File: config.mk
export PLATFORM = sky130hd
export DESIGN_NAME = drbg_front_flat
export DESIGN_NICKNAME = d
export VERILOG_FILES = /design/src/sv/drbg_pkg.sv /design/src/sv/drbg_ifs.sv /design/src/sv/drbg_front.sv /design/src/flat_wrapper.sv
export SDC_FILE = /design/constraint.sdc
export NUM_CORES = 1
export LEC_CHECK = 0
export BUFFER_PORTS_ARGS = -buffer_cell sky130_fd_sc_hd__buf_2
export CORE_UTILIZATION = 23
export DETAILED_ROUTE_END_ITERATION = 10
export GPL_TIMING_DRIVEN = 0
export PLACE_DENSITY_LB_ADDON = 0.3
export SLEW_MARGIN = 30
export SYNTH_ARGS = -nofsm -noshare
export SYNTH_HDL_FRONTEND = slang
export SYNTH_SLANG_ARGS = --single-unit
File: constraint.sdc
create_clock -name vclk -period 0.8
set_input_delay 0.12 -clock vclk [all_inputs]
set_output_delay 0.12 -clock vclk [all_outputs]
set_load 0.01 [all_outputs]
File: src/sv/drbg_pkg.sv
`timescale 1ns / 1ps
// ----------------------------------------------------------------------------
// drbg_pkg
// shared types, constants and helper functions of the sha-256 counter drbg
// ----------------------------------------------------------------------------
package drbg_pkg;

   localparam int REQ_BYTES_W = 10;   // wide enough for any fill limit up to 512
   localparam int LIMIT_W     = 16;
   localparam logic [LIMIT_W-1:0] LIMIT_RESET = 16'd1024;
   localparam logic [LIMIT_W-1:0] FILLS_MAX   = 16'hFFFF;

   localparam logic KIND_ENTROPY = 1'b0;
   localparam logic KIND_FILL    = 1'b1;

   localparam logic [31:0] PAD_WORD      = 32'h8000_0000;
   localparam logic [31:0] LEN_TWO_HALF  = 32'd512;   // 64-byte message
   localparam logic [31:0] LEN_KEY_CTR   = 32'd320;   // 40-byte message

   localparam logic [7:0][31:0] SHA_IV = {
      32'h5be0cd19, 32'h1f83d9ab, 32'h9b05688c, 32'h510e527f,
      32'ha54ff53a, 32'h3c6ef372, 32'hbb67ae85, 32'h6a09e667 };

   typedef enum logic [2:0] {
      ST_IDLE, ST_G1, ST_G2, ST_K1, ST_K2, ST_GEN, ST_EMIT
   } back_state_type;

   typedef struct packed {
      logic                   kind;
      logic [31:0]            word;
      logic [REQ_BYTES_W-1:0] nbytes;
   } q_item_type;

   typedef struct packed {
      logic              start;
      logic [15:0][31:0] blk;
      logic [7:0][31:0]  iv;
   } sha_req_type;

   typedef struct packed {
      logic             done;
      logic [7:0][31:0] digest;
   } sha_rsp_type;

   function automatic logic [31:0] bswap(input logic [31:0] x);
      return {x[7:0], x[15:8], x[23:16], x[31:24]};
   endfunction

   function automatic logic [31:0] rotr(input logic [31:0] x, input int n);
      return (x >> n) | (x << (32 - n));
   endfunction

   function automatic logic [31:0] kround(input logic [5:0] i);
      logic [31:0] k;
      case (i)
         6'd0: k = 32'h428a2f98;  6'd1: k = 32'h71374491;  6'd2: k = 32'hb5c0fbcf;
         6'd3: k = 32'he9b5dba5;  6'd4: k = 32'h3956c25b;  6'd5: k = 32'h59f111f1;
         6'd6: k = 32'h923f82a4;  6'd7: k = 32'hab1c5ed5;  6'd8: k = 32'hd807aa98;
         6'd9: k = 32'h12835b01;  6'd10: k = 32'h243185be; 6'd11: k = 32'h550c7dc3;
         6'd12: k = 32'h72be5d74; 6'd13: k = 32'h80deb1fe; 6'd14: k = 32'h9bdc06a7;
         6'd15: k = 32'hc19bf174; 6'd16: k = 32'he49b69c1; 6'd17: k = 32'hefbe4786;
         6'd18: k = 32'h0fc19dc6; 6'd19: k = 32'h240ca1cc; 6'd20: k = 32'h2de92c6f;
         6'd21: k = 32'h4a7484aa; 6'd22: k = 32'h5cb0a9dc; 6'd23: k = 32'h76f988da;
         6'd24: k = 32'h983e5152; 6'd25: k = 32'ha831c66d; 6'd26: k = 32'hb00327c8;
         6'd27: k = 32'hbf597fc7; 6'd28: k = 32'hc6e00bf3; 6'd29: k = 32'hd5a79147;
         6'd30: k = 32'h06ca6351; 6'd31: k = 32'h14292967; 6'd32: k = 32'h27b70a85;
         6'd33: k = 32'h2e1b2138; 6'd34: k = 32'h4d2c6dfc; 6'd35: k = 32'h53380d13;
         6'd36: k = 32'h650a7354; 6'd37: k = 32'h766a0abb; 6'd38: k = 32'h81c2c92e;
         6'd39: k = 32'h92722c85; 6'd40: k = 32'ha2bfe8a1; 6'd41: k = 32'ha81a664b;
         6'd42: k = 32'hc24b8b70; 6'd43: k = 32'hc76c51a3; 6'd44: k = 32'hd192e819;
         6'd45: k = 32'hd6990624; 6'd46: k = 32'hf40e3585; 6'd47: k = 32'h106aa070;
         6'd48: k = 32'h19a4c116; 6'd49: k = 32'h1e376c08; 6'd50: k = 32'h2748774c;
         6'd51: k = 32'h34b0bcb5; 6'd52: k = 32'h391c0cb3; 6'd53: k = 32'h4ed8aa4a;
         6'd54: k = 32'h5b9cca4f; 6'd55: k = 32'h682e6ff3; 6'd56: k = 32'h748f82ee;
         6'd57: k = 32'h78a5636f; 6'd58: k = 32'h84c87814; 6'd59: k = 32'h8cc70208;
         6'd60: k = 32'h90befffa; 6'd61: k = 32'ha4506ceb; 6'd62: k = 32'hbef9a3f7;
         default: k = 32'hc67178f2;
      endcase
      return k;
   endfunction

endpackage

File: src/sv/drbg_ifs.sv
`timescale 1ns / 1ps
// ----------------------------------------------------------------------------
// drbg interfaces
// request, response and register write channels with valid/ready
// ----------------------------------------------------------------------------
interface drbg_req_if;
   logic        valid;
   logic        ready;
   logic        kind;
   logic [31:0] entropy_word;
   logic [8:0]  request_bytes;
   modport source (output valid, kind, entropy_word, request_bytes, input ready);
   modport sink   (input valid, kind, entropy_word, request_bytes, output ready);
endinterface


File: src/sv/drbg_front.sv
`timescale 1ns / 1ps
// ----------------------------------------------------------------------------
// drbg_front
// takes request items, clamps the fill size and hands them to the queue
// ----------------------------------------------------------------------------
module drbg_front #(
   parameter int MAX_FILL_BYTES = 256
) (
   drbg_req_if.sink             req,
   output logic                 push_valid,
   input  logic                 push_ready,
   output drbg_pkg::q_item_type push_item
);
   localparam logic [drbg_pkg::REQ_BYTES_W-1:0] MAX_B =
      drbg_pkg::REQ_BYTES_W'(MAX_FILL_BYTES);

   logic [drbg_pkg::REQ_BYTES_W-1:0] nb;

   always_comb begin
      nb = drbg_pkg::REQ_BYTES_W'(req.request_bytes);
      if (nb > MAX_B) nb = MAX_B;
   end

   assign push_valid       = req.valid;
   assign req.ready        = push_ready;
   assign push_item.kind   = req.kind;
   assign push_item.word   = req.entropy_word;
   assign push_item.nbytes = nb;
endmodule

File: src/flat_wrapper.sv
// flat-port wrapper written by rule: the top's interface ports become plain ports
module drbg_front_flat 
#(
   parameter int MAX_FILL_BYTES = 256
)
  (push_valid, push_ready, push_item, req_valid, req_kind, req_entropy_word, req_request_bytes, req_ready);
  drbg_req_if req_i ();
  output logic push_valid;
  input  logic push_ready;
  output drbg_pkg::q_item_type push_item;
  input wire logic [$bits(req_i.valid)-1:0] req_valid;
  input wire logic [$bits(req_i.kind)-1:0] req_kind;
  input wire logic [$bits(req_i.entropy_word)-1:0] req_entropy_word;
  input wire logic [$bits(req_i.request_bytes)-1:0] req_request_bytes;
  output wire logic [$bits(req_i.ready)-1:0] req_ready;
  assign req_i.valid = req_valid;
  assign req_i.kind = req_kind;
  assign req_i.entropy_word = req_entropy_word;
  assign req_i.request_bytes = req_request_bytes;
  assign req_ready = req_i.ready;
  drbg_front #(.MAX_FILL_BYTES(MAX_FILL_BYTES)) u_core (.req(req_i), .push_valid(push_valid), .push_ready(push_ready), .push_item(push_item));
endmodule
# ---- After elaboration in Yosys (flattened, before gate mapping)
# Index checks and enable logic that the tools add are counted.
dict set report totals {
  ff_bits 0
  in_bits 44
  output_inout_bits 45
  elab_cells 2
}
dict set report classes {
  order_cmp 1
  n_mux 1
}
# cell count
set op_table {}
lappend op_table {{9-bit > comparator (second input constant)} 1}
lappend op_table {{9-bit two-way mux} 1}

# ---- Logic depth before layout (Yosys ltp)
# Gate-level depths: netlist of run 1.
dict set report depth {
  depth_word 2
  depth_mapped 1
  mapped_depth_nobuf 1
}

# ---- Worst setup path before layout of run 1
# OpenSTA, ideal clock, no wires.
dict set report synth_timing {
  kind {input port to output port}
  start {input req_request_bytes[0]}
  end {output push_item[0] (netlist bit)}
  t_arrival_ns 0.317
  required_ns 0.680
  path_slack_ns 0.363
  cell_stages 1
  path_buffers 0
  cell_sequence {nor2b_1}
}
dict set report synth_via {
  elab_chain_cells 2
}
# item line_no
set synth_rtl {}
lappend synth_rtl {{start: declaration} flat_wrapper.sv:14} ;# input wire logic [$bits(req_i.request_bytes)-1:0] req_request_bytes;
lappend synth_rtl {{9-bit > comparator} drbg_front.sv:21} ;# if (nb > MAX_B) nb = MAX_B;
lappend synth_rtl {{9-bit two-way mux *} drbg_front.sv:21}
lappend synth_rtl {{end: declaration} flat_wrapper.sv:10} ;# output drbg_pkg::q_item_type push_item;
# Every way passes the cells marked *; elsewhere a longest branch is shown, timed or not.

==> results.py, run 1 <==
metrics = {
    "timing": {
        "setup_viol": 0,
        "maxSlewViolCount": 0,
        "finalHoldViolCount": 0,
        "period_share_pct": 80.2,
        "rsz0062_at_grt": "no",
        "setup-tns-final_ns": 0,
        "max_freq_mhz": 1560,
        "setup_ws_ns": 0.158,
        "layout_min_cycle_time_ns": 0.642,
    },
    "global_route": {
        "antenna_found_initial": 0,
        "grt.total_usage_pct": 5.93,
        "grt_pass1_vias": 187,
        "grt_first_pass_wirelength_um": 683,
        "grt_overflow": 0,
        "grt_max_degree": 10,
    },
    "detailed_routing": {
        "drt-initial-drc-count": 1,
        "num_vias": 421,
        "wirelength_um": 821,
        "wl_met3_um": 143,
        "wl_met2_um": 481,
        "top_layer_used": "met3",
        "drt-pass1-iter-count": 2,
        "routed_via_density": 3.69,
        "drtAntennaViolNets": 0,
        "drc": 0,
        "wl_met1_um": 196,
        "wl_per_cell_um": 7.20,
    },
    "synthesis": {
        "syn_area_um2": 328,
        "yosysTopAreaCell": "buf_4",
        "synth_area_leaders": "buf_4, nor2b_1, clkbuf_1, conb_1",
        "synth_cells": 46,
        "synth_top_area_share_pct": 82.4,
        "synth.distinct_cells": 4,
        "yosys_warnings": 0,
        "syn-num-nets": 90,
        "seq_area_frac_synth_pct": 0,
        "synth_area_per_cell_um2": 7.13,
    },
    "setup_path": {
        "worstSetupPathType": "primary input to primary output",
        "critPathLaunchType": "primary input",
        "critPathTopFamily": "buffers and inverters",
        "worstPathRequired_ns": 0.68,
        "arrival_ns": 0.52,
        "slowest_delay_ns": 0.15,
        "worst-path-buf-inv": 2,
        "end_kind": "primary output",
        "cp_common_cell": "buf_2",
        "crit_slowest_cell": "buf_2",
        "path_cells": "buf_2 > nor2b_1 > buf_2",
        "cp_max_fo": 9,
    },
    "placement": {
        "gp_congestion": 0.554,
        "place_area_um2": 612,
        "portBuffers": 53,
        "place_ws_ns": 0.144,
    },
    "final_layout": {
        "nNetsFinal": 145,
        "seqCellArea_um2": 0,
        "synthToLayoutAreaGrowth_pct": 86.6,
        "final_common_cell": "buf_2",
        "seq_cells": 0,
        "final_cell_mix": "buf_2, buf_4, nor2b_1, clkbuf_1, conb_1",
        "post_route_cells_drive_above_1_share_pct": 89.9,
        "antennaDiodeCount": 0,
        "fillerInstances": 138,
        "nClkBuffers": 0,
        "fin_area_um2": 612,
    },
    "power": {
        "powerDensity_nw_per_um2": 554,
        "ir_drop_mv": 0.211,
        "p_leak_nw": 0.411,
    },
    "die": {
        "start_util_pct": 24.9,
        "num_rows": 13,
        "die_w_um": 39.8,
        "die_area_um2": 1580,
        "ios": 89,
        "die_h_um": 39.8,
        "core_area_um2": 1320,
    },
    "hold_path": {
        "hold_class": "primary input to primary output",
    },
    "clocking": {
        "cts_setup_buffers": 0,
        "postCtsHoldBufs": 0,
        "ctsResizeCount": 0,
    },
    "flow_run": {
        "max_cap_viol_count": 0,
    },
    "run_status": {
        "status": "complete, no violations",
    },
}
## power by group
group	total, mW	internal, mW	switching, mW	leakage (nW)
Clock	0	0	0	0
Sequential	0	0	0	0
Combinational	0.339	0.211	0.128	0.411
## synthesized netlist by cell type (all sizes together)
cell,count
clkbuf,1
conb,1
nor2b,8
buf,36
## routing by layer
metal	vias up	global-route usage (%)
met5	-	0
met2	43	15.6
met1	173	4.28
met3	0	0
met4	0	0
li1	205	-
## kinds of logic (layout without fill, tap and decap cells)
family                 count (synthesis)  after routing  synth area share (%)
buffers and inverters                 37             90                  83.6
and+or+nand+nor                        8              8                  15.3
other                                  1              1                  1.14
## final cells by class
type                       instances  area (um2)  share of cell area (%)
tap                               15        18.8                    3.07
multi-input combinational          9        53.8                    8.79
buffer                            37         274                    44.8
timing repair buffer              53         265                    43.4
## final timing paths
check                       startpoint  slack, ns       endpoint  depth (start not counted)
setup / recovery  req_request_bytes[8]       0.16   push_item[2]                          3
hold / removal    req_entropy_word[10]       0.42  push_item[20]                          2
## per-stage QoR
| step | cells | hold WS (ns) | power, mW | util [%] |
|---|---|---|---|---|
| CTS | 114 | 0.423 | 0.344 | 46.4 |
| global route | 114 | 0.426 | 0.374 | 46.4 |
| finish | 114 | 0.422 | 0.339 | 46.4 |
| detailed placement | 114 | 0.423 | 0.343 | 46.4 |
| floorplan | 46 | 0.286 | 0.216 | - |
| global placement | 114 | 0.424 | 0.340 | 46.4 |
Note: power is estimated with default switching activity, not from simulation.
==> inputs of run 2 (changes only) <==
--- a/config.mk
+++ b/config.mk
@@ -6,7 +6,7 @@
 export NUM_CORES = 1
 export LEC_CHECK = 0
 export BUFFER_PORTS_ARGS = -buffer_cell sky130_fd_sc_hd__buf_2
-export CORE_UTILIZATION = 23
+export CORE_UTILIZATION = 21
 export DETAILED_ROUTE_END_ITERATION = 10
 export GPL_TIMING_DRIVEN = 0
 export PLACE_DENSITY_LB_ADDON = 0.3
==> run 2 against run 1 <==
Effect of this change: sequential share of layout area did not move; hold slack better by 0.00051 ns; cell count unchanged; first-iteration DRC count increased to 4.0 times the previous value; non-clock buffer count unchanged; sequential cell count is the same; count of clock-buffer cells in the layout unchanged; critical path type unchanged; critical endpoint is now push_item[1]; largest cell class unchanged.
==> results.py, run 2 (synthesis gave the netlist of run 1 again) <==
metrics = {
    "run_status": {
        "status": "complete, no violations",
    },
    "die": {
        "die_h_um": 41.5,
        "ios": 89,
        "core_area_um2": 1380,
        "start_util_pct": 23.7,
        "num_rows": 13,
        "die_area_um2": 1720,
        "die_w_um": 41.5,
    },
    "clocking": {
        "postCtsHoldBufs": 0,
        "cts_setup_buffers": 0,
        "ctsResizeCount": 0,
    },
    "final_layout": {
        "nClkBuffers": 0,
        "final_cell_mix": "buf_2, buf_4, nor2b_1, clkbuf_1, conb_1",
        "final_common_cell": "buf_2",
        "seqCellArea_um2": 0,
        "post_route_cells_drive_above_1_share_pct": 89.9,
        "seq_cells": 0,
        "fillerInstances": 140,
        "synthToLayoutAreaGrowth_pct": 86.6,
        "nNetsFinal": 145,
        "antennaDiodeCount": 0,
    },
    "timing": {
        "setup-tns-final_ns": 0,
        "finalHoldViolCount": 0,
        "rsz0062_at_grt": "no",
        "max_freq_mhz": 1570,
        "maxSlewViolCount": 0,
        "period_share_pct": 79.4,
        "layout_min_cycle_time_ns": 0.635,
        "setup_viol": 0,
    },
    "global_route": {
        "grt_first_pass_wirelength_um": 1060,
        "grt_overflow": 0,
        "grt_max_degree": 10,
        "grt.total_usage_pct": 6.96,
        "grt_pass1_vias": 270,
        "antenna_found_initial": 0,
    },
    "power": {
        "fin_total_pwr_mw": 0.339,
        "ir_drop_mv": 0.235,
        "p_sw_mw": 0.129,
        "p_comb_share_pct": 100.0,
        "clockPowerShare_pct": 0,
        "powerDensity_nw_per_um2": 555,
        "p_leak_nw": 0.411,
        "sequentialPowerShare_pct": 0,
        "p_int_mw": 0.211,
        "switching_share_pct": 37.9,
    },
    "setup_path": {
        "cp_max_fo": 9,
        "startpoint": "req_request_bytes[8]",
        "arrival_ns": 0.52,
        "path_cells": "buf_2 > nor2b_1 > buf_2",
        "worstPathRequired_ns": 0.68,
        "worstSetupPathType": "primary input to primary output",
        "critPathLaunchType": "primary input",
        "end_kind": "primary output",
        "crit_slowest_cell": "buf_2",
        "slowest_delay_ns": 0.15,
        "cp_common_cell": "buf_2",
        "crit_end": "push_item[1]",
    },
    "placement": {
        "gp_congestion": 0.564,
        "portBuffers": 53,
    },
    "detailed_routing": {
        "drtAntennaViolNets": 0,
        "drt-initial-drc-count": 4,
        "drt-pass1-iter-count": 2,
        "drc": 0,
        "wl_per_cell_um": 6.96,
        "wirelength_um": 793,
        "routed_via_density": 3.68,
        "num_vias": 420,
    },
    "hold_path": {
        "hold_class": "primary input to primary output",
    },
    "flow_run": {
        "max_cap_viol_count": 0,
    },
}
## run 2: cell counts in the layout (fill, tap and decap cells not counted)
No cell type changed its count.
## run 2: routing by layer
layer	vias up	part of all wire, %	wire, um	track usage [%]
li1	205	-	-	-
met3	0	16	130	1.30
met4	0	0	0	0
met1	169	25	197	5.19
met2	46	59	465	17.2
met5	-	0	0	0
## run 2: power by group through the flow
| stage | clock network, mW | logic [mW] | registers [mW] |
|---|---|---|---|
| after floorplan | 0 | 0.216 | 0 |
| after global placement | 0 | 0.340 | 0 |
| after detailed placement | 0 | 0.343 | 0 |
| after CTS | 0 | 0.344 | 0 |
| after global routing | 0 | 0.364 | 0 |
| final | 0 | 0.339 | 0 |
## run 2: cell type report
class                           count  area (um2)  area share [%]
Buffer                             37         274            44.8
Timing Repair Buffer               53         265            43.4
Multi-Input combinational cell      9        53.8            8.79
Tap cell                           15        18.8            3.07
## run 2: critical path: cells and delay by family
| family | cells | cell delay, ns |
|---|---|---|
| buffers and inverters | 2 | 0.28 |
| and+or+nand+nor | 1 | 0.12 |
## run 2: worst min path at each step
stage	startpoint	to	slack, ns	cells after the start
floorplan	req_request_bytes[8]	push_item[0]	0.29	1
global placement	req_kind	push_item[42]	0.42	2
detailed placement	req_entropy_word[26]	push_item[36]	0.42	2
CTS	req_entropy_word[26]	push_item[36]	0.42	2
global route	req_kind	push_item[42]	0.43	2
finish	req_entropy_word[16]	push_item[26]	0.42	2
## run 2: stage by stage
step	setup WS [ns]	instance area [um2]	utilization, %	instances	hold WS [ns]
after floorplan	0.363	328	-	46	0.286
after global placement	0.156	612	44.3	114	0.423
after detailed placement	0.158	612	44.3	114	0.424
after CTS	0.157	612	44.3	114	0.424
after global routing	0.103	612	44.3	114	0.426
final	0.165	612	44.3	114	0.423
