`config.mk`:
```
export PLATFORM = sky130hd
export DESIGN_NAME = drbg_queue
export DESIGN_NICKNAME = d
export VERILOG_FILES = /design/src/sv/drbg_pkg.sv /design/src/sv/drbg_queue.sv
export SDC_FILE = /design/constraint.sdc
export NUM_CORES = 1
export LEC_CHECK = 0
export ABC_AREA = 1
export ABC_CLOCK_PERIOD_IN_PS = 2600
export BUFFER_PORTS_ARGS = -buffer_cell sky130_fd_sc_hd__buf_2
export CORE_MARGIN = 1.5
export CORE_UTILIZATION = 40
export DETAILED_ROUTE_END_ITERATION = 16
export MAX_ROUTING_LAYER = met4
export PLACE_DENSITY = 0.66
export RECOVER_POWER = 50
export SLEW_MARGIN = 10
export SYNTH_ARGS = -nofsm -noshare
export SYNTH_HDL_FRONTEND = slang
export SYNTH_SLANG_ARGS = --single-unit
```
`constraint.sdc`:
```
create_clock -name clock -period 2.6 [get_ports clock]
set_input_delay 0.13 -clock clock [delete_from_list [all_inputs] [get_ports clock]]
set_output_delay 0.13 -clock clock [all_outputs]
set_load 0.01 [all_outputs]
```
`src/sv/drbg_pkg.sv`:
```
`timescale 1ns / 1ps
// ----------------------------------------------------------------------------
// drbg_pkg
// shared types, constants and helper functions of the sha-256 counter drbg
// ----------------------------------------------------------------------------
package drbg_pkg;

   localparam int REQ_BYTES_W = 10;   // wide enough for any fill limit up to 512
   localparam int LIMIT_W     = 16;
   localparam logic [LIMIT_W-1:0] LIMIT_RESET = 16'd1024;
   localparam logic [LIMIT_W-1:0] FILLS_MAX   = 16'hFFFF;

   localparam logic KIND_ENTROPY = 1'b0;
   localparam logic KIND_FILL    = 1'b1;

   localparam logic [31:0] PAD_WORD      = 32'h8000_0000;
   localparam logic [31:0] LEN_TWO_HALF  = 32'd512;   // 64-byte message
   localparam logic [31:0] LEN_KEY_CTR   = 32'd320;   // 40-byte message

   localparam logic [7:0][31:0] SHA_IV = {
      32'h5be0cd19, 32'h1f83d9ab, 32'h9b05688c, 32'h510e527f,
      32'ha54ff53a, 32'h3c6ef372, 32'hbb67ae85, 32'h6a09e667 };

   typedef enum logic [2:0] {
      ST_IDLE, ST_G1, ST_G2, ST_K1, ST_K2, ST_GEN, ST_EMIT
   } back_state_type;

   typedef struct packed {
      logic                   kind;
      logic [31:0]            word;
      logic [REQ_BYTES_W-1:0] nbytes;
   } q_item_type;

   typedef struct packed {
      logic              start;
      logic [15:0][31:0] blk;
      logic [7:0][31:0]  iv;
   } sha_req_type;

   typedef struct packed {
      logic             done;
      logic [7:0][31:0] digest;
   } sha_rsp_type;

   function automatic logic [31:0] bswap(input logic [31:0] x);
      return {x[7:0], x[15:8], x[23:16], x[31:24]};
   endfunction

   function automatic logic [31:0] rotr(input logic [31:0] x, input int n);
      return (x >> n) | (x << (32 - n));
   endfunction

   function automatic logic [31:0] kround(input logic [5:0] i);
      logic [31:0] k;
      case (i)
         6'd0: k = 32'h428a2f98;  6'd1: k = 32'h71374491;  6'd2: k = 32'hb5c0fbcf;
         6'd3: k = 32'he9b5dba5;  6'd4: k = 32'h3956c25b;  6'd5: k = 32'h59f111f1;
         6'd6: k = 32'h923f82a4;  6'd7: k = 32'hab1c5ed5;  6'd8: k = 32'hd807aa98;
         6'd9: k = 32'h12835b01;  6'd10: k = 32'h243185be; 6'd11: k = 32'h550c7dc3;
         6'd12: k = 32'h72be5d74; 6'd13: k = 32'h80deb1fe; 6'd14: k = 32'h9bdc06a7;
         6'd15: k = 32'hc19bf174; 6'd16: k = 32'he49b69c1; 6'd17: k = 32'hefbe4786;
         6'd18: k = 32'h0fc19dc6; 6'd19: k = 32'h240ca1cc; 6'd20: k = 32'h2de92c6f;
         6'd21: k = 32'h4a7484aa; 6'd22: k = 32'h5cb0a9dc; 6'd23: k = 32'h76f988da;
         6'd24: k = 32'h983e5152; 6'd25: k = 32'ha831c66d; 6'd26: k = 32'hb00327c8;
         6'd27: k = 32'hbf597fc7; 6'd28: k = 32'hc6e00bf3; 6'd29: k = 32'hd5a79147;
         6'd30: k = 32'h06ca6351; 6'd31: k = 32'h14292967; 6'd32: k = 32'h27b70a85;
         6'd33: k = 32'h2e1b2138; 6'd34: k = 32'h4d2c6dfc; 6'd35: k = 32'h53380d13;
         6'd36: k = 32'h650a7354; 6'd37: k = 32'h766a0abb; 6'd38: k = 32'h81c2c92e;
         6'd39: k = 32'h92722c85; 6'd40: k = 32'ha2bfe8a1; 6'd41: k = 32'ha81a664b;
         6'd42: k = 32'hc24b8b70; 6'd43: k = 32'hc76c51a3; 6'd44: k = 32'hd192e819;
         6'd45: k = 32'hd6990624; 6'd46: k = 32'hf40e3585; 6'd47: k = 32'h106aa070;
         6'd48: k = 32'h19a4c116; 6'd49: k = 32'h1e376c08; 6'd50: k = 32'h2748774c;
         6'd51: k = 32'h34b0bcb5; 6'd52: k = 32'h391c0cb3; 6'd53: k = 32'h4ed8aa4a;
         6'd54: k = 32'h5b9cca4f; 6'd55: k = 32'h682e6ff3; 6'd56: k = 32'h748f82ee;
         6'd57: k = 32'h78a5636f; 6'd58: k = 32'h84c87814; 6'd59: k = 32'h8cc70208;
         6'd60: k = 32'h90befffa; 6'd61: k = 32'ha4506ceb; 6'd62: k = 32'hbef9a3f7;
         default: k = 32'hc67178f2;
      endcase
      return k;
   endfunction

endpackage

```
`src/sv/drbg_queue.sv`:
```
`timescale 1ns / 1ps
// ----------------------------------------------------------------------------
// drbg_queue
// two-entry queue between the front and the back
// ----------------------------------------------------------------------------
module drbg_queue (
   input  logic                 clock,
   input  logic                 reset,
   input  logic                 push_valid,
   output logic                 push_ready,
   input  drbg_pkg::q_item_type push_item,
   output logic                 pop_valid,
   input  logic                 pop_ready,
   output drbg_pkg::q_item_type pop_item
);
   drbg_pkg::q_item_type mem_ff [2];
   logic       wp_ff, rp_ff;
   logic [1:0] cnt_ff;
   logic       do_push, do_pop;

   assign push_ready = (cnt_ff != 2'd2);
   assign pop_valid  = (cnt_ff != 2'd0);
   assign pop_item   = mem_ff[rp_ff];
   assign do_push    = push_valid && push_ready;
   assign do_pop     = pop_valid && pop_ready;

   always_ff @(posedge clock) begin
      if (reset) begin
         wp_ff  <= 1'b0;
         rp_ff  <= 1'b0;
         cnt_ff <= 2'd0;
      end else begin
         if (do_push) wp_ff <= ~wp_ff;
         if (do_pop)  rp_ff <= ~rp_ff;
         cnt_ff <= cnt_ff + {1'b0, do_push} - {1'b0, do_pop};
      end
   end

   always_ff @(posedge clock) begin
      if (do_push) mem_ff[wp_ff] <= push_item;
   end
endmodule

```
Yosys cells after proc, flatten, opt, wreduce, memory -nomap -nowiden
Memories as Yosys holds them, arrays and structs flattened. A register that Yosys moved wholly into a read port is not among the register bits.
Cells that the tools add are included.
{"block": "op_classes", "n_addsub": 2, "eq_ne": 1, "n_mux": 4, "bitwise": 2, "n_reduce_logical": 3}
{"op": "1-bit two-way mux", "n": 4}
{"op": "2-bit by 1-bit adder with 2-bit output", "n": 1}
{"op": "1-bit logical AND", "n": 2}
{"op": "2-bit inequality test (second input constant)", "n": 1}
{"op": "1-bit inverter", "n": 2}
{"op": "2-bit nonzero test", "n": 1}
{"op": "2-bit by 1-bit subtractor with 2-bit output", "n": 1}
{"block": "totals", "register_bits": 4, "mem_bits_rw": 86, "input_bits": 47, "out_inout_bits": 45, "wordCells": 16, "memories": 1}
{"memory": "mem_ff", "depth": 2, "word_bits": 43, "rd": 1, "rd_clocked_by_memory_dff": 1, "write_ports": 1, "line": "drbg_queue.sv:16", "source": "drbg_pkg::q_item_type mem_ff [2];"}

Depth between registers and ports, before layout
Gate-level depths: netlist of run 1.
{"block": "logic_depth", "word_depth": 4, "ltp_mapped": 11, "mapped_depth_nobuf": 11}

Worst setup path before layout of run 1
OpenSTA, ideal clock, no wires.
{"block": "synth_timing", "path_kind": "register to register", "start": "reg cnt_ff[0]", "end": "mem mem_ff[0][0] (netlist name), enable pin", "arrival_time_ns": 2.434, "required_time_ns": 2.157, "path_slack_ns": -0.277, "path_stages_with_launch": 5, "n_path_buf": 0, "path_cell_list": "dfxtp_1 inv_1 nand2_1 nand2_1 nor2_1"}
{"block": "synth_between", "elab_chain_len": 4}
{"item": "start, declared", "line": "drbg_queue.sv:18", "source": "logic [1:0] cnt_ff;"}
{"item": "start signal, assigned", "line": "drbg_queue.sv:35", "source": "cnt_ff <= cnt_ff + {1'b0, do_push} - {1'b0, do_pop};"}
{"item": "2-bit inequality test", "line": "drbg_queue.sv:21", "source": "assign push_ready = (cnt_ff != 2'd2);"}
{"item": "named net push_ready", "line": "drbg_queue.sv:10", "source": "output logic push_ready,"}
{"item": "1-bit logical AND", "line": "drbg_queue.sv:24", "source": "assign do_push = push_valid && push_ready;"}
{"item": "1-bit two-way mux", "line": "drbg_queue.sv:40", "source": "if (do_push) mem_ff[wp_ff] <= push_item;"}
{"item": "1-bit two-way mux (implied by the code)", "line": "drbg_queue.sv:40"}
{"item": "end, declared", "line": "drbg_queue.sv:16"}
The timed path passes the listed nets, and every way through them passes these cells.

==> run_results.csv, run 1 <==
group,metric,value,unit
outcome,status,"complete, no violations",
critical_path,crit_family,"buffers and inverters",
floorplan,die_h,97.2,um
synth,synth_fp_nets,220,
critical_path,rr_startpoint,"cnt_ff[0]",
synth,yosysMostFrequentCell,"edfxtp_1",
floorplan,core-area,8680,um2
pwr,vdd_ir_drop_max,405,uV
grt,antenna_found_initial,0,
critical_path,crit_chain,"buf_4 -> mux2_2 -> buf_2",
timing,slew_viol_final,0,
pwr,power_leakage,1.81,nW
grt,grt_pass1_vias,1970,
route,wl_per_cell,13.6,um
grt,grt_remaining_overflow,0,
timing,worst_slack,0.611,ns
timing,maxSlewHeadroom,0.446,
clock_network,cts_resized,0,
synth,avgSynthCellArea,20.8,um2
worst_hold_path,hold_start,"push_valid",
grt,grt_pass1_wl,9.14,mm
clock_network,cts_max_path_buffers,2,
critical_path,path_class,"flip-flop to output pin",
route,ant_nets,0,
grt,grt_use_total,0.131,
floorplan,fp.dieArea,9450,um2
synth,yosys-top-cells-count,"edfxtp_1 (86), mux2_4 (40), nor2_1 (9)",
clock_network,numCtsBuffers,9,
floorplan,ioPinCount,92,
synth,ys_ff_latch,91,
placement,post-place-ws,0.868,ns
critical_path,cp_data_required_time,2.47,ns
synth,syn_inst,171,
synth,synth_seq_area_share,0.755,
cells_and_area,drive_above_1_share,0.361,
synth,syn_area,3550,um2
synth,yosysTopAreaCellShare,0.727,
timing,finalSetupTns,0,ns
route,drc,0,
critical_path,critPathMaxStageDelay,0.53,ns
run,drv_cap,0,
synth,synth_edf_count,86,
route,dr_total_vias,1889,
floorplan,fp.dieW,97.2,um
synth,ys_top_cells_by_area,"edfxtp_1 (73%), mux2_4 (17%), dfxtp_1 (2.8%)",
synth,synth_ff_type,"edfxtp_1",
pwr,p_per_area,833,nW/um2
critical_path,reg2reg_depth,5,
critical_path,crit_slowest_cell,"dfxtp_1",
timing,setup_viol,0,
critical_path,critPathMaxFanout,24,
synth,yosysWarnings,0,
clock_network,h-tree-depth,3,
critical_path,critPathLaunchType,"flip-flop",
critical_path,end_kind,"output pin",
timing,finalHoldViolCount,0,
critical_path,reg2reg_to,"mem_ff[1][36]",
placement,place.gp.congestion,0.710,
timing,fin_crit_sh,0.765,
timing,fmax,0.503,GHz
cells_and_area,syn_to_final_growth,31.5,%
floorplan,fp-row-count,34,
route,vias_per_cell,4.40,
worst_hold_path,hold_end,"wp_ff",
route,wl,5.85,mm
critical_path,reg2reg_slack,0.76,ns
critical_path,crit_arrival,1.86,ns
cells_and_area,nets,366,
cells_and_area,fill_cells,732,
clock_network,clock-sinks,91,
critical_path,cp_num_buf_inv,2,
clock_network,clk_pin_slew,0.07,ns
cells_and_area,num_antenna_cells,0,
timing,grt_setup_unrepaired,"false",
clock_network,clock_latency,0.34,ns
timing,skew,0.00412,ns
synth,synth_area_leader_cell,"edfxtp_1",
grt,grt_max_degree,26,
floorplan,initial_utilization,0.409,
worst_hold_path,hold_class,"primary input to flip-flop",
timing,period_needed,1.99,ns
placement,numPortBuffers,91,
timing,tightest_slew,0.831,ns
synth,ys_types,12,
placement,hpwlAfterDp,3.89,mm
worst_hold_path,min_path_cells,3,
route,dr.pass1.iters,3,
clock_network,cts_root_buf,"clkbuf_8",
route,drtIter0Drc,38,
synth,async_flop_share,0,
clock_network,cts_tree,"built",
[where the power goes]
part	switching [mW]	total (mW)	leakage, nW	internal (mW)
logic	0.536	1.10	0.872	0.563
registers	0.0719	1.93	0.844	1.85
clock network	0.426	0.864	0.0902	0.437
[worst min-delay path, cell delays in order]
cell     delay, ns
buf_2         0.10
a21oi_1       0.06
nor2_1        0.09
[metrics by stage]
step / hold WS (ns) / cells / instance area, um2 / util / power, mW
after floorplan: 0.201 / 171 / 3550 / - / 2.76
after CTS: 0.0580 / 429 / 4730 / 0.545 / 3.98
final: 0.0763 / 429 / 4670 / 0.538 / 3.89
after global placement: 0.300 / 370 / 4110 / 0.474 / 3.04
after detailed placement: 0.306 / 370 / 4110 / 0.474 / 3.06
after global routing: 0.0884 / 429 / 4670 / 0.538 / 4.10
[worst max path at each step]
| stage | startpoint | endpoint | slack, ns | cells after the start |
|---|---|---|---|---|
| after floorplan | cnt_ff[0] | mem_ff[0][0] | 0.43 | 4 |
| after global placement | cnt_ff[0] | mem_ff[0][24] | 0.90 | 5 |
| after detailed placement | cnt_ff[0] | mem_ff[0][27] | 0.87 | 5 |
| after CTS | flip-flop | pop_item[1] | 0.64 | 3 |
| after global routing | flip-flop | pop_item[42] | 0.47 | 3 |
| final | flip-flop | pop_item[1] | 0.61 | 3 |
[cells by family (layout without fill, tap and decap cells)]
family | after synthesis | count (layout) | synth area share
simple gates | 20 | 20 | 0.0222
compound gates | 2 | 2 | 0.00282
flops | 91 | 91 | 0.755
mux | 43 | 43 | 0.179
fa+ha+maj | 2 | 2 | 0.00704
buf+inv | 13 | 163 | 0.0342
[timing repair]
action                    CTS  global route
hold buffers               44             0
buffers inserted            0             0
hold endpoints to repair   87             0
[placed cells by master (no fill, tap or decap), drive strengths merged]
cell type    synthesis  routed
nand2                8       8
bufinv               0       1
buf                  5      62
nand3                3       3
mux2                43      43
edfxtp              86      86
clkinv               0       2
ha                   2       2
a21oi                2       2
nor2                 9       9
dfxtp                5       5
clkbuf               0      46
dlygate4sd3          0      44
inv                  8       8
[final cells by class]
cell class | count | area, um2 | share of cell area
Timing Repair Buffer | 140 | 906 | 0.194
Sequential cell | 91 | 2680 | 0.574
Clock inverter | 3 | 40.0 | 0.00857
Inverter | 8 | 30.0 | 0.00643
Tap cell | 108 | 135 | 0.0289
Clock buffer | 12 | 135 | 0.0289
Multi-Input combinational cell | 67 | 741 | 0.159
[sequential cells by signal, indices dropped and copies added, names as in the netlist, named ones only]
name,flops
rp_ff,1
cnt_ff,2
wp_ff,1
mem_ff,86
[routing by layer]
| metal | vias up | track usage | part of all wire |
|---|---|---|---|
| met1 | 891 | 0.147 | 0.42 |
| met5 | - | - | 0 |
| li1 | 934 | - | - |
| met2 | 57 | 0.216 | 0.50 |
| met3 | 7 | 0.0482 | 0.059 |
| met4 | 0 | 0.0462 | 0.013 |
Note: power is estimated with default switching activity, not from simulation.
==> run 2, diff against run 1 <==
--- a/config.mk
+++ b/config.mk
@@ -5,14 +5,13 @@
 export SDC_FILE = /design/constraint.sdc
 export NUM_CORES = 1
 export LEC_CHECK = 0
-export ABC_AREA = 1
-export ABC_CLOCK_PERIOD_IN_PS = 2600
+export ABC_AREA = 0
+export ABC_CLOCK_PERIOD_IN_PS = 1900
 export BUFFER_PORTS_ARGS = -buffer_cell sky130_fd_sc_hd__buf_2
 export CORE_MARGIN = 1.5
 export CORE_UTILIZATION = 40
 export DETAILED_ROUTE_END_ITERATION = 16
 export MAX_ROUTING_LAYER = met4
-export PLACE_DENSITY = 0.66
 export RECOVER_POWER = 50
 export SLEW_MARGIN = 10
 export SYNTH_ARGS = -nofsm -noshare
==> constraint.sdc (replaced) <==
create_clock -name clock -period 1.9 [get_ports clock]
set_input_delay 0.095 -clock clock [delete_from_list [all_inputs] [get_ports clock]]
set_output_delay 0.095 -clock clock [all_outputs]
set_load 0.01 [all_outputs]
==> run 2 against run 1 <==
Against the previous run: core utilization up 0.70 points; global-route usage grew 0.77 points; final cell count decreased by 3.3%; count of clock-buffer cells in the layout is the same; combinational power up 44%; sequential cell count unchanged; worst setup slack worse by 0.37 ns; die area decreased by 0.17%; sequential power up 35%; clock power grew 60%; critical path depth rose by 1; non-clock buffer count is 2 lower; critical endpoint is now mem_ff[0][36]; highest routed layer unchanged.
==> run_results.csv, run 2 <==
group,metric,value,unit
floorplan,die_h,97.2,um
critical_path,critPathMaxFanout,43,
clock_network,h-tree-depth,3,
cells_and_area,drive_above_1_share,0.397,
cells_and_area,largest_reg_flops,86,
clock_network,numCtsBuffers,9,
synth,syn_inst,158,
synth,ys_types,17,
cells_and_area,nets,351,
clock_network,post_cts_buffers,0,
critical_path,cp_data_required_time,1.88,ns
cells_and_area,syn_to_final_growth,32.7,%
pwr,clockPowerShare,0.249,
grt,grt_use_total,0.138,
timing,finalHoldViolCount,0,
worst_hold_path,hold_class,"primary input to flip-flop",
cells_and_area,top_register,"mem_ff",
grt,grt_max_degree,44,
route,dr.pass1.iters,3,
synth,yosys-top-cells-count,"edfxtp_1 (86), mux2_4 (41), dfxtp_1 (5), nor2_1 (5), buf_12 (4)",
timing,finalSetupTns,0,ns
pwr,p_int,4.10,mW
pwr,seq_power_share,0.467,
synth,synth_fp_nets,207,
timing,slew_viol_final,0,
timing,tightest_slew,0.632,ns
floorplan,fp-row-count,34,
route,drc,0,
synth,avgSynthCellArea,22.4,um2
pwr,vdd_ir_drop_max,709,uV
floorplan,initial_utilization,0.411,
critical_path,cp_num_buf_inv,1,
route,wl,6.01,mm
synth,ys_top_cells_by_area,"edfxtp_1 (73%), mux2_4 (17%), dfxtp_1 (2.8%)",
critical_path,end_kind,"flip-flop",
synth,synth_seq_area_share,0.757,
floorplan,fp.dieW,97.2,um
critical_path,crit_slowest_cell,"clkbuf_4",
pwr,p_per_area,1180,nW/um2
cells_and_area,top_regs,"mem_ff (86), cnt_ff (2)",
floorplan,core-area,8640,um2
synth,synth_area_leader_cell,"edfxtp_1",
critical_path,critPathMaxStageDelay,0.55,ns
grt,grt_remaining_overflow,0,
placement,numPortBuffers,91,
synth,synth_ff_type,"edfxtp_1",
pwr,switching_share,0.263,
route,dr_total_vias,1875,
floorplan,fp.dieArea,9440,um2
synth,syn_area,3550,um2
pwr,p_sw,1.47,mW
route,wl_per_cell,14.5,um
critical_path,crit_family,"buffers and inverters",
placement,dpl_cell_area,4120,um2
route,drtIter0Drc,51,
clock_network,cts_max_path_buffers,2,
synth,yosysWarnings,0,
pwr,p_total,5.57,mW
outcome,status,"complete, no violations",
critical_path,crit_arrival,1.64,ns
cells_and_area,stdcell_area,4710,um2
run,drv_cap,0,
timing,skew,0.0131,ns
grt,grt_pass1_wl,9.76,mm
pwr,combPwrFrac,0.284,
floorplan,ioPinCount,92,
synth,yosysTopAreaCellShare,0.728,
pwr,power_leakage,1.78,nW
timing,fin_crit_sh,0.871,
cells_and_area,final_cell_mix,"edfxtp_1 (86), buf_2 (56), dlygate4sd3_1 (44), mux2_4 (41), clkbuf_1 (38)",
grt,grt_pass1_vias,2020,
clock_network,clk_pin_slew,0.07,ns
placement,place.gp.congestion,0.670,
critical_path,path_class,"flip-flop to flip-flop",
clock_network,cts_tree,"built",
critical_path,critPathLaunchType,"flip-flop",
timing,maxSlewHeadroom,0.578,
grt,antenna_found_initial,0,
critical_path,crit_chain,"nand2b_2 -> nand2_1 -> nor2_4 -> clkbuf_4",
synth,synth_edf_count,86,
synth,yosysMostFrequentCell,"edfxtp_1",
route,ant_nets,0,
cells_and_area,num_antenna_cells,0,
timing,grt_setup_unrepaired,"false",
cells_and_area,layout_commonest_cell,"edfxtp_1",
clock_network,cts_root_buf,"clkbuf_8",
clock_network,clock-sinks,91,
clock_network,clock_latency,0.35,ns
timing,period_needed,1.66,ns
route,vias_per_cell,4.52,
timing,setup_viol,0,
synth,ys_ff_latch,91,
timing,fmax,0.604,GHz
synth,async_flop_share,0,
==> run 2: changes by cell type after synthesis, sizes merged, moves of 3 or more <==
cell / previous run / this run
inv: 8 / 1
nand3: 3 / 0
nand2: 8 / 1
nor2: 9 / 5
==> run 2: worst register-to-register path, cell delays in order, from the launching register on <==
cell      delay (ns)
dfxtp_1         0.36
nand2b_2        0.14
nand2_1         0.13
nor2_4          0.10
clkbuf_4        0.55
==> run 2: kinds of logic (layout without fill, tap and decap cells) <==
kind of cell / Yosys count / in the layout / share of synthesized area
and+or+nand+nor: 11 / 11 / 0.0166
DFF: 91 / 91 / 0.757
AOI/OAI and AO/OA: 1 / 1 / 0.00247
muxes: 44 / 44 / 0.183
adders and majority gates: 2 / 2 / 0.00706
xor gates and xnor gates: 3 / 3 / 0.00741
buffers and inverters: 6 / 155 / 0.0268
==> run 2: power by group through the flow <==
stage	registers [mW]	logic (mW)	clock network, mW
final	2.60	1.58	1.38
after global routing	2.63	1.71	1.51
after CTS	2.60	1.65	1.42
after detailed placement	2.65	1.57	0
after global placement	2.63	1.57	0
after floorplan	2.63	1.17	0
==> run 2: what timing repair did <==
action / 4_1_cts / 5_1_grt
endpoints found under the setup margin: 0 / 0
resized for setup: 0 / 0
endpoints found under the hold margin: 90 / 0
hold buffers: 44 / 0
==> run 2: per-layer routing <==
metal  vias to the layer above  share of wire  global-route usage
li1                        897              -                   -
met1                       915           0.44               0.168
met2                        52           0.50               0.221
met3                        11          0.039              0.0317
met4                         0          0.022              0.0647
met5                         -              0                   -
==> run 2: final timing paths <==
path,from,to,slack [ns],cells past startpoint
setup / recovery,cnt_ff[0],mem_ff[0][36],0.24,4
hold / removal,pop_ready,rp_ff,0.17,4
setup reg to reg,cnt_ff[0],mem_ff[0][36],0.24,4
hold reg to reg,rp_ff,rp_ff,0.53,2
==> run 2: metrics by stage <==
stage	hold WS, ns	cells	setup WS (ns)	utilization
final	0.165	415	0.244	0.545
after global routing	0.200	415	0.119	0.545
after CTS	0.131	415	0.235	0.552
after detailed placement	0.289	355	0.349	0.477
after global placement	0.284	355	0.394	0.477
after floorplan	0.167	158	0.247	-
==> run 2: final cells by class <==
class / count / area, um2
clock inverters: 4 / 75.1
flip-flops and latches: 91 / 2680
well taps: 108 / 135
fillers: 742 / 3930
repair buffers: 138 / 900
multi-input cells: 61 / 774
clock buffers: 12 / 135
inverters: 1 / 3.75
==> run 3, diff against run 2 <==
--- a/config.mk
+++ b/config.mk
@@ -6,12 +6,13 @@
 export NUM_CORES = 1
 export LEC_CHECK = 0
 export ABC_AREA = 0
-export ABC_CLOCK_PERIOD_IN_PS = 1900
+export ABC_CLOCK_PERIOD_IN_PS = 1400
 export BUFFER_PORTS_ARGS = -buffer_cell sky130_fd_sc_hd__buf_2
 export CORE_MARGIN = 1.5
 export CORE_UTILIZATION = 40
 export DETAILED_ROUTE_END_ITERATION = 16
 export MAX_ROUTING_LAYER = met4
+export PLACE_DENSITY = 0.66
 export RECOVER_POWER = 50
 export SLEW_MARGIN = 10
 export SYNTH_ARGS = -nofsm -noshare
==> constraint.sdc (replaced) <==
create_clock -name clock -period 1.4 [get_ports clock]
set_input_delay 0.07 -clock clock [delete_from_list [all_inputs] [get_ports clock]]
set_output_delay 0.07 -clock clock [all_outputs]
set_load 0.01 [all_outputs]
==> run 3 against run 2 <==
Against the previous run: the run now ends with setup timing left; worst setup slack worse by 0.33 ns; core utilization grew 5.6 points; first-iteration DRC count increased by 35%; non-clock buffer count increased by 13; critical path depth is the same; total power is 50% higher; clock skew down 0.0025 ns; sequential power grew 37%; combinational power increased by 96%; die area unchanged; count of clock-buffer cells in the layout shrank 3; sequential cell count did not move; critical path type is now flip-flop to output pin.
==> run_results.csv, run 3 (same netlist as run 2, synthesis figures left out) <==
group,metric,value,unit
timing,maxSlewHeadroom,0.871,
route,ant_nets,0,
pwr,vdd_ir_drop_max,746,uV
grt,grt_util_met3,0.0360,
cells_and_area,regArea,2690,um2
critical_path,path_class,"flip-flop to output pin",
floorplan,initial_utilization,0.411,
timing,period_needed,1.49,ns
floorplan,fp.dieW,97.2,um
placement,dpl_cell_area,4220,um2
cells_and_area,top_regs,"mem_ff (86), cnt_ff (2)",
cells_and_area,nets,364,
grt,gr-usage-met1,0.172,
timing,setup_viol,44,
timing,skew,0.0106,ns
clock_network,numCtsBuffers,9,
clock_network,cts_max_path_buffers,2,
route,drc,0,
grt,use_met2,0.244,
pwr,power_leakage,1.98,nW
worst_hold_path,hold_class,"primary input to flip-flop",
outcome,failed_checks,"setup timing",
cells_and_area,final_cell_mix,"edfxtp_1 (86), dlygate4sd3_1 (44), mux2_4 (43), buf_6 (41), clkbuf_1 (34)",
floorplan,ioPinCount,92,
cells_and_area,drive_above_1_share,0.447,
critical_path,critPathMaxFanout,6,
cells_and_area,stdcell_area,5190,um2
cells_and_area,layout_commonest_cell,"edfxtp_1",
grt,grt_remaining_overflow,0,
timing,finalSetupTns,-2.55,ns
cells_and_area,fin_util,0.601,
route,wl,6.61,mm
clock_network,clock_latency,0.35,ns
cells_and_area,top_register,"mem_ff",
grt,grt_pass1_wl,10.2,mm
route,vias_per_cell,4.51,
critical_path,end_kind,"output pin",
grt,grt_max_degree,24,
outcome,status,"complete, but fails checks",
placement,numPortBuffers,91,
placement,hpwlAfterDp,3.80,mm
grt,gr-max-usage-layer,"met2",
route,wl_per_cell,15.4,um
grt,grt_use_total,0.148,
cells_and_area,syn_to_final_growth,46.4,%
pwr,p_per_area,1610,nW/um2
clock_network,clk_pin_slew,0.08,ns
run,drv_cap,0,
grt,grt_pass1_vias,1979,
critical_path,critPathLaunchType,"flip-flop",
timing,slew_viol_final,0,
timing,grt_setup_unrepaired,"true",
timing,fin_crit_sh,1.06,
floorplan,fp.dieArea,9440,um2
floorplan,core-area,8640,um2
cells_and_area,largest_reg_flops,86,
timing,finalHoldViolCount,0,
timing,tightest_slew,0.193,ns
route,drtIter0Drc,69,
timing,worst_slack,-0.0884,ns
critical_path,crit_arrival,1.42,ns
clock_network,clock-sinks,91,
critical_path,cp_data_required_time,1.33,ns
cells_and_area,fill_cells,666,
cells_and_area,num_antenna_cells,0,
route,dr.pass1.iters,4,
clock_network,h-tree-depth,3,
floorplan,fp-row-count,34,
clock_network,cts_root_buf,"clkbuf_8",
route,dr_total_vias,1931,
placement,place.gp.congestion,0.731,
floorplan,die_h,97.2,um
grt,antenna_found_initial,0,
cells_and_area,multi_input_area,826,um2
clock_network,cts_tree,"built",
timing,fmax,0.672,GHz
## run 3: cell types whose count changed in the layout (fill, tap and decap cells not counted), sizes merged
cell      before  now
clkinvlp       2    0
buf           58   73
clkinv         0    6
bufinv         2    1
clkbuf        48   43
## run 3: worst max-delay path: stages (launching register included)
cell,delay [ns]
dfxtp_4,0.40
buf_12,0.12
buf_16,0.12
mux2_4,0.30
buf_6,0.12
## run 3: timing repair
action                                  4_1_cts  5_1_grt
hold buffers                                 44        0
pin swaps                                     5        7
endpoints found under the setup margin       44       44
endpoints found under the hold margin        90        0
cloned                                        3        0
resized for setup                            44       10
setup buffers                                 4        1
## run 3: power by group
group	internal (mW)	switching, mW
Combinational	1.89	1.21
Clock	0.819	0.885
Sequential	3.43	0.141
## run 3: worst paths after layout
path         depth (start not counted)            to  slack [ns]  startpoint
max                                  4  pop_item[30]       -0.09   flip-flop
min                                  5     cnt_ff[1]        0.21  push_valid
max reg2reg                          7     cnt_ff[1]       -0.06   cnt_ff[1]
min reg2reg                          2         rp_ff        0.52       rp_ff
## run 3: area by class of cell
class,count,share of cell area
repair buffers,151,0.259
well taps,108,0.0260
multi-input cells,61,0.159
inverters,1,0.000723
flip-flops and latches,91,0.518
clock buffers,9,0.0239
clock inverters,7,0.0133
## run 3: stage by stage
stage / hold WS (ns) / std cells / setup slack, ns / power [mW]
finish: 0.207 / 428 / -0.0884 / 8.38
global route: 0.192 / 428 / -0.147 / 8.76
CTS: 0.198 / 429 / -0.130 / 8.47
detailed placement: 0.262 / 362 / -0.0983 / 5.91
global placement: 0.259 / 362 / -0.0530 / 5.87
floorplan: 0.134 / 158 / -0.207 / 5.18
## run 3: metal layers
layer	part of all wire	vias to the layer above
met5	0	-
met4	0.018	0
met3	0.040	10
met2	0.51	60
met1	0.43	936
li1	-	925
